===== src/hdl/mbda_pkg.sv =====
// Types and constants of the button debounce and auto-repeat core.
// No dependencies; used by all modules of the block.
package mbda_pkg;

   localparam int CNT_W   = 16;
   localparam int PIN_W   = 8;
   localparam int IDX_W   = 4;
   localparam int QUERY_SLOTS = 2 ** IDX_W;
   localparam int TDATA_W = 16;

   localparam logic [CNT_W-1:0] DELAY_RESET    = 16'd200;
   localparam logic [CNT_W-1:0] INTERVAL_RESET = 16'd50;

   localparam logic LEVEL_PRESSED  = 1'b0;
   localparam logic LEVEL_RELEASED = 1'b1;

   typedef enum logic {
      CMD_TICK  = 1'b0,
      CMD_QUERY = 1'b1
   } cmd_type;

   typedef enum logic {
      CSR_FIRST_DELAY     = 1'b0,
      CSR_REPEAT_INTERVAL = 1'b1
   } csr_index_type;

   // Per-button control from the top level.
   typedef struct packed {
      logic tick;
      logic clear;
      logic level;
   } btn_ctrl_type;

   // Per-button status back to the top level.
   typedef struct packed {
      logic flag;
      logic flag_next;
   } btn_stat_type;

   typedef struct packed {
      logic [PIN_W-1:0] pending_flags;
      logic             pressed;
   } rsp_type;

endpackage


===== src/hdl/mbda_button.sv =====
// One button: three-sample debounce history, stable level and repeat countdown.
// Depends on mbda_pkg.
module mbda_button (
   input  logic                         clock,
   input  logic                         reset,
   input  mbda_pkg::btn_ctrl_type       ctrl,
   input  logic [mbda_pkg::CNT_W-1:0]   first_delay,
   input  logic [mbda_pkg::CNT_W-1:0]   interval,
   output mbda_pkg::btn_stat_type       stat
);

   logic                       newest_ff, newest_in;
   logic                       middle_ff, middle_in;
   logic                       stable_ff, stable_in;
   logic                       flag_ff, flag_in;
   logic [mbda_pkg::CNT_W-1:0] count_ff, count_in;
   logic [mbda_pkg::CNT_W-1:0] count_dec;
   logic                       agree;
   logic                       set_flag;

   // After the shift the three samples are level, newest and middle.
   assign agree     = (ctrl.level == newest_ff) && (newest_ff == middle_ff);
   assign count_dec = count_ff - mbda_pkg::CNT_W'(1);

   always_comb begin
      newest_in = newest_ff;
      middle_in = middle_ff;
      stable_in = stable_ff;
      count_in  = count_ff;
      set_flag  = 1'b0;
      if (ctrl.tick) begin
         newest_in = ctrl.level;
         middle_in = newest_ff;
         if (agree && (stable_ff != middle_ff)) begin
            stable_in = middle_ff;
            if (middle_ff == mbda_pkg::LEVEL_PRESSED) begin
               count_in = first_delay;
               set_flag = 1'b1;
            end
         end else if (agree && (stable_ff == mbda_pkg::LEVEL_PRESSED)) begin
            if (count_dec == '0) begin
               count_in = interval;
               set_flag = 1'b1;
            end else begin
               count_in = count_dec;
            end
         end
      end
   end

   always_comb begin
      flag_in = flag_ff;
      if (ctrl.tick) begin
         flag_in = flag_ff | set_flag;
      end else if (ctrl.clear) begin
         flag_in = 1'b0;
      end
   end

   always_ff @(posedge clock) begin
      if (reset) begin
         newest_ff <= mbda_pkg::LEVEL_RELEASED;
         middle_ff <= mbda_pkg::LEVEL_RELEASED;
         stable_ff <= mbda_pkg::LEVEL_RELEASED;
         count_ff  <= mbda_pkg::DELAY_RESET;
         flag_ff   <= 1'b0;
      end else begin
         newest_ff <= newest_in;
         middle_ff <= middle_in;
         stable_ff <= stable_in;
         count_ff  <= count_in;
         flag_ff   <= flag_in;
      end
   end

   assign stat.flag      = flag_ff;
   assign stat.flag_next = flag_in;

endmodule


===== src/hdl/multi_button_debounce_autorepeat_core.sv =====
// Top level of the button debounce and auto-repeat core.
// Depends on mbda_pkg and mbda_button.
//
// The core takes one item per clock cycle while req_tready is high and returns
// one registered result per item, in order. A sample tick updates every button
// at once; a query reads and clears one button's pending flag. The result
// path is a two-entry output register (main plus skid), so req_tready stays
// high while one finished result waits for rsp_tready and drops only when
// both entries are full. No clearing pass is needed after reset.
module multi_button_debounce_autorepeat_core #(
   parameter int NUM_BUTTONS = 8
) (
   input  logic                           clock,
   input  logic                           reset,
   // Request channel.
   input  logic                           req_tvalid,
   output logic                           req_tready,
   // tdata: pin_levels [7:0], query_button [11:8], zero [15:12]
   input  logic [mbda_pkg::TDATA_W-1:0]   req_tdata,
   // tuser: cmd [0]
   input  logic                           req_tuser,
   // Result channel.
   output logic                           rsp_tvalid,
   input  logic                           rsp_tready,
   // tdata: pressed [0], pending_flags [8:1], zero [15:9]
   output logic [mbda_pkg::TDATA_W-1:0]   rsp_tdata,
   // Configuration port.
   input  logic                           csr_we,
   input  logic                           csr_index,
   input  logic [mbda_pkg::CNT_W-1:0]     csr_wdata
);

   localparam int RSP_W = $bits(mbda_pkg::rsp_type);

   logic [mbda_pkg::CNT_W-1:0] first_delay_ff;
   logic [mbda_pkg::CNT_W-1:0] interval_ff;

   logic                          accept;
   logic                          taken;
   logic                          is_query;
   logic [mbda_pkg::PIN_W-1:0]    pins;
   logic [mbda_pkg::IDX_W-1:0]    query_idx;
   logic [mbda_pkg::QUERY_SLOTS-1:0] flag_pad;
   logic [mbda_pkg::PIN_W-1:0]    pending_next;
   mbda_pkg::rsp_type             rsp_new;

   mbda_pkg::btn_ctrl_type        ctrl  [NUM_BUTTONS];
   mbda_pkg::btn_stat_type        stat  [NUM_BUTTONS];

   logic                          out_valid_ff, out_valid_in;
   logic                          skid_valid_ff, skid_valid_in;
   mbda_pkg::rsp_type             out_data_ff, out_data_in;
   mbda_pkg::rsp_type             skid_data_ff, skid_data_in;

   assign accept    = req_tvalid && req_tready;
   assign taken     = out_valid_ff && rsp_tready;
   assign is_query  = (mbda_pkg::cmd_type'(req_tuser) == mbda_pkg::CMD_QUERY);
   assign pins      = req_tdata[mbda_pkg::PIN_W-1:0];
   assign query_idx = req_tdata[mbda_pkg::PIN_W +: mbda_pkg::IDX_W];

   // Configuration registers.
   always_ff @(posedge clock) begin
      if (reset) begin
         first_delay_ff <= mbda_pkg::DELAY_RESET;
         interval_ff    <= mbda_pkg::INTERVAL_RESET;
      end else if (csr_we) begin
         unique case (mbda_pkg::csr_index_type'(csr_index))
            mbda_pkg::CSR_FIRST_DELAY:     first_delay_ff <= csr_wdata;
            mbda_pkg::CSR_REPEAT_INTERVAL: interval_ff    <= csr_wdata;
         endcase
      end
   end

   // Button cells. Buttons beyond the pin field always sample released, and
   // buttons beyond the query field can never be cleared.
   for (genvar b = 0; b < NUM_BUTTONS; b++) begin : g_btn
      assign ctrl[b].tick = accept && !is_query;
      if (b < mbda_pkg::PIN_W) begin : g_pin
         assign ctrl[b].level = pins[b];
      end else begin : g_nopin
         assign ctrl[b].level = mbda_pkg::LEVEL_RELEASED;
      end
      if (b < mbda_pkg::QUERY_SLOTS) begin : g_clr
         assign ctrl[b].clear = accept && is_query &&
                                (query_idx == mbda_pkg::IDX_W'(b));
      end else begin : g_noclr
         assign ctrl[b].clear = 1'b0;
      end

      mbda_button u_button (
         .clock       (clock),
         .reset       (reset),
         .ctrl        (ctrl[b]),
         .first_delay (first_delay_ff),
         .interval    (interval_ff),
         .stat        (stat[b])
      );
   end

   for (genvar j = 0; j < mbda_pkg::QUERY_SLOTS; j++) begin : g_pad
      if (j < NUM_BUTTONS) begin : g_on
         assign flag_pad[j] = stat[j].flag;
      end else begin : g_off
         assign flag_pad[j] = 1'b0;
      end
   end

   for (genvar j = 0; j < mbda_pkg::PIN_W; j++) begin : g_pend
      if (j < NUM_BUTTONS) begin : g_on
         assign pending_next[j] = stat[j].flag_next;
      end else begin : g_off
         assign pending_next[j] = 1'b0;
      end
   end

   assign rsp_new.pressed       = is_query && flag_pad[query_idx];
   assign rsp_new.pending_flags = pending_next;

   // Two-entry output register. The skid entry only fills when a result is
   // waiting and another transfer arrives in the same cycle.
   always_comb begin
      out_valid_in  = out_valid_ff;
      out_data_in   = out_data_ff;
      skid_valid_in = skid_valid_ff;
      skid_data_in  = skid_data_ff;
      priority if (skid_valid_ff) begin
         if (taken) begin
            out_data_in   = skid_data_ff;
            skid_valid_in = 1'b0;
         end
      end else if (accept) begin
         if (!out_valid_ff || taken) begin
            out_valid_in = 1'b1;
            out_data_in  = rsp_new;
         end else begin
            skid_valid_in = 1'b1;
            skid_data_in  = rsp_new;
         end
      end else if (taken) begin
         out_valid_in = 1'b0;
      end
   end

   always_ff @(posedge clock) begin
      if (reset) begin
         out_valid_ff  <= 1'b0;
         skid_valid_ff <= 1'b0;
      end else begin
         out_valid_ff  <= out_valid_in;
         skid_valid_ff <= skid_valid_in;
      end
   end

   always_ff @(posedge clock) begin
      out_data_ff  <= out_data_in;
      skid_data_ff <= skid_data_in;
   end

   assign req_tready = !skid_valid_ff;
   assign rsp_tvalid = out_valid_ff;
   assign rsp_tdata  = {{(mbda_pkg::TDATA_W-RSP_W){1'b0}}, out_data_ff};

endmodule


===== config.mk =====
export PLATFORM = sky130hd
export DESIGN_NAME = multi_button_debounce_autorepeat_core
export DESIGN_NICKNAME = d
export VERILOG_FILES = /design/src/hdl/mbda_pkg.sv /design/src/hdl/mbda_button.sv /design/src/hdl/multi_button_debounce_autorepeat_core.sv
export SDC_FILE = /design/constraint.sdc
export NUM_CORES = 1
export LEC_CHECK = 0
export ABC_AREA = 1
export BUFFER_PORTS_ARGS = -buffer_cell sky130_fd_sc_hd__buf_2
export CORE_AREA = 4 4 228 230
export CTS_CLUSTER_DIAMETER = 80
export DETAILED_ROUTE_END_ITERATION = 7
export DIE_AREA = 0 0 232 234
export GPL_ROUTABILITY_DRIVEN = 0
export PLACE_DENSITY = 0.44
export SLEW_MARGIN = 20
export SYNTH_ARGS = -nofsm -noshare
export SYNTH_HDL_FRONTEND = slang
export SYNTH_SLANG_ARGS = --single-unit

===== constraint.sdc =====
create_clock -name clock -period 2.23 [get_ports clock]
set_input_delay 0.669 -clock clock [delete_from_list [all_inputs] [get_ports clock]]
set_output_delay 0.669 -clock clock [all_outputs]
set_load 0.02 [all_outputs]

==> impl_metrics.py <==
metrics = {
    "floorplan": {
        "die-height_um": 234,
        "placeableCoreArea_mm2": 0.0499,
        "rows": 82,
        "die_x_um": 232,
        "initial_utilization_pct": 29.7,
        "die-area_mm2": 0.0543,
        "ioPinCount": 57,
    },
    "status": {
        "status": "finished, final reports clean",
    },
    "sta": {
        "min_period_over_period_pct": 94.6,
        "rsz0062_at_grt": "yes",
        "period_minus_slack_ns": 2.11,
        "slew_headroom_pct": 48.7,
        "hold_violations": 0,
        "worst_pin_slew_ns": 0.769,
        "setup_viol": 0,
        "drv_slew": 0,
        "max_freq_mhz": 474,
        "skew_ns": 0.0140,
    },
    "critical_path": {
        "path_max_fanout": 4,
        "max_stage_delay_ns": 0.36,
        "start_kind": "register",
        "cp_slowest_cell": "dfxtp_2",
        "cp_cell_sequence": "inv_1 -> ha_4 -> xnor2_1 -> nand2_1 -> nor2_2 -> nand2_1 -> nor2_1 -> nand2_1 -> nor2_4 -> nand2_2 -> buf_4 -> o21ai_1 -> nand2_1 -> a21oi_1",
        "crit_arrival_ns": 2.61,
        "path_buf_inv": 2,
        "path_delay_family": "simple AND/OR/NAND/NOR gates",
        "crit_path_end_kind": "register",
        "cpMostUsedCell": "nand2_1",
        "cp.required_ns": 2.73,
        "worstSetupPathType": "register to register",
    },
    "route": {
        "postRouteAntennaNets": 0,
        "vias": 16598,
        "firstDrtPassIters": 6,
        "routed_via_density": 4.90,
        "routed_wirelength_mm": 58.5,
        "wl_per_cell_um": 17.3,
        "drt_iter0_markers": 1161,
        "drc": 0,
    },
    "placed_design": {
        "dp_hpwl_mm": 43.2,
        "postPlaceCellArea_mm2": 0.0171,
        "port-buffer-count": 45,
    },
    "power_and_ir_drop": {
        "switching_share_pct": 28.5,
        "combPwrFrac_pct": 12.3,
        "ir_drop_uv": 491,
        "p_seq_share_pct": 40.7,
        "p_int_w": 0.00713,
        "pwr-share-clk_pct": 47.0,
        "p_leak_nw": 8.20,
        "p_switching_w": 0.00283,
        "power.density_mw_per_mm2": 536,
    },
    "clock_tree": {
        "postCtsHoldBufs": 0,
        "cts_max_path_buffers": 3,
        "cts_tree": "yes",
        "h-tree-depth": 1,
        "clk_latency_ns": 0.57,
        "clock-sinks": 212,
        "cts_buffers": 29,
        "clk_pin_slew_ns": 0.06,
        "cts_root_buf": "clkbuf_16",
    },
    "synth": {
        "synth_cell_type_count": 41,
        "yosys_warnings": 0,
        "synth-async-reset-ratio_pct": 0,
        "synth_seq_cells": 212,
        "synth_area_leaders": "dfxtp_1 26%, nand2_1 18%, a21oi_1 9.6%, nor2_1 8.0%, inv_1 6.8%",
        "synth_area_mm2": 0.0148,
        "seq_area_frac_synth_pct": 29.8,
        "yosys-top-cells-count": "729 x nand2_1, 315 x nor2_1, 283 x a21oi_1",
        "synth.top_cell.area_share_pct": 26.2,
        "ys.flop_type": "dfxtp_1",
        "synth_edf_count": 18,
        "netlist_instances": 2499,
        "yosysMostFrequentCell": "nand2_1",
        "syn_area_per_cell_um2": 5.93,
        "yosys.area.top_type": "dfxtp_1",
    },
    "global_routing": {
        "grt_pass1_vias": 15399,
        "antenna_found_initial": 1,
        "grt_remaining_overflow": 0,
        "groute.usage.overall_pct": 20.9,
        "grt_pass1_wl_mm": 88.1,
        "grt_max_degree": 78,
    },
    "layout": {
        "nets": 2748,
        "nFillCells": 5466,
        "synthToLayoutAreaGrowth_pct": 25.4,
        "final_cell_area_mm2": 0.0186,
        "drive_above_1_share_pct": 18.4,
        "fin_util_pct": 37.3,
    },
    "flow_run": {
        "maxCapViolations": 0,
    },
    "hold_path": {
        "hold_class": "primary input to register",
    },
}
==> logic make-up (layout without fill, tap and decap cells) <==
logic type | count (synthesis) | count (layout) | share of synthesized area, %
other | 1 | 8 | 0.0253
and+or+nand+nor | 1364 | 1366 | 39.6
AOI/OAI and AO/OA | 531 | 531 | 18.9
buffers and inverters | 365 | 572 | 9.66
DFF | 212 | 212 | 29.8
xor gates and xnor gates | 10 | 10 | 0.642
adders and majority gates | 16 | 16 | 1.35
==> cells in the final DEF (no fill, tap or decap), drive strengths merged, types with 3 or more instances in the layout <==
| cell type | Yosys | routed |
|---|---|---|
| nand3 | 190 | 192 |
| conb | 1 | 7 |
| o21ai | 212 | 212 |
| nand3b | 21 | 21 |
| a21oi | 292 | 292 |
| edfxtp | 18 | 18 |
| a31oi | 3 | 3 |
| o21bai | 6 | 6 |
| clkinv | 9 | 17 |
| dfxtp | 194 | 194 |
| nor2 | 367 | 367 |
| inv | 275 | 277 |
| o211ai | 13 | 13 |
| clkbuf | 59 | 37 |
| nand2 | 754 | 754 |
| xnor2 | 9 | 9 |
| ha | 16 | 16 |
| buf | 22 | 236 |
| nand4 | 8 | 8 |
| bufinv | 0 | 3 |
| nor3 | 22 | 22 |
==> worst min-delay path, stage by stage <==
cell and delay (ns):
buf_2 0.10, nand2_1 0.05, o211ai_1 0.06
==> sequential cells by signal, summed over array words and instances, names as in the netlist <==
| signal | flops |
|---|---|
| first_delay_ff | 16 |
| g_btn.u_button.middle_ff | 8 |
| rsp_tdata | 9 |
| g_btn.u_button.stable_ff | 8 |
| skid_data_ff | 9 |
| interval_ff | 16 |
| g_btn.u_button.count_ff | 128 |
| skid_valid_ff | 1 |
| g_btn.u_button.newest_ff | 8 |
| g_btn.u_button.flag_ff | 8 |
| rsp_tvalid | 1 |
==> area by class of cell <==
type / count / area (µm²) / area share [%]
Antenna cell: 1 / 2.50 / 0.0135
Timing Repair Buffer: 236 / 1830 / 9.83
Sequential cell: 212 / 4430 / 23.8
Multi-Input combinational cell: 1930 / 9480 / 51.0
Inverter: 284 / 1070 / 5.74
Clock buffer: 37 / 776 / 4.17
Clock inverter: 15 / 168 / 0.902
Tap cell: 672 / 841 / 4.52
==> power by group through the flow <==
stage / sequential (W) / clock (W) / combinational [W]
final: 0.00405 / 0.00468 / 0.00123
after global routing: 0.00406 / 0.00497 / 0.00133
after CTS: 0.00405 / 0.00481 / 0.00119
after detailed placement: 0.00413 / 0 / 0.00118
after global placement: 0.00413 / 0 / 0.00118
after floorplan: 0.00411 / 0 / 0.000612
==> per-layer routing <==
layer / vias up / global-route usage, % / part of all wire (%)
met4: 2 / 6.50 / 3.0
met5: - / 0 / 0.0051
met3: 104 / 2.48 / 4.8
met2: 375 / 35.1 / 46
li1: 8448 / - / -
met1: 7669 / 28.1 / 46
==> per-stage QoR <==
step / hold slack [ns] / power, W / std cells / setup TNS, ns / worst slack [ns]
global placement: 0.470 / 0.00531 / 3323 / -0.176 / -0.129
global route: 0.359 / 0.0104 / 3386 / -0.461 / -0.0485
detailed placement: 0.473 / 0.00531 / 3323 / -0.159 / -0.120
CTS: 0.326 / 0.0101 / 3375 / 0 / 0.00278
floorplan: 0.453 / 0.00472 / 2505 / 0 / 0.253
finish: 0.360 / 0.00996 / 3387 / 0 / 0.120
==> repair_timing <==
action                                  4_1_cts  5_1_grt
gates cloned                                  0        2
pin swaps                                     1       47
setup buffers                                 0        9
hold endpoints to repair                      0        0
gates resized for setup                       7      142
endpoints found under the setup margin        4      136
==> worst paths after layout <==
kind | from | to | slack [ns] | cells after the start
max | g_btn[3].u_button.count_ff[1] | g_btn[3].u_button.count_ff[11] | 0.12 | 14
min | csr_wdata[6] | first_delay_ff[6] | 0.36 | 3
max reg2reg | g_btn[3].u_button.count_ff[1] | g_btn[3].u_button.count_ff[11] | 0.12 | 14
min reg2reg | g_btn[2].u_button.count_ff[1] | g_btn[2].u_button.count_ff[1] | 0.47 | 2
Power figures use the tool's default switching activity.
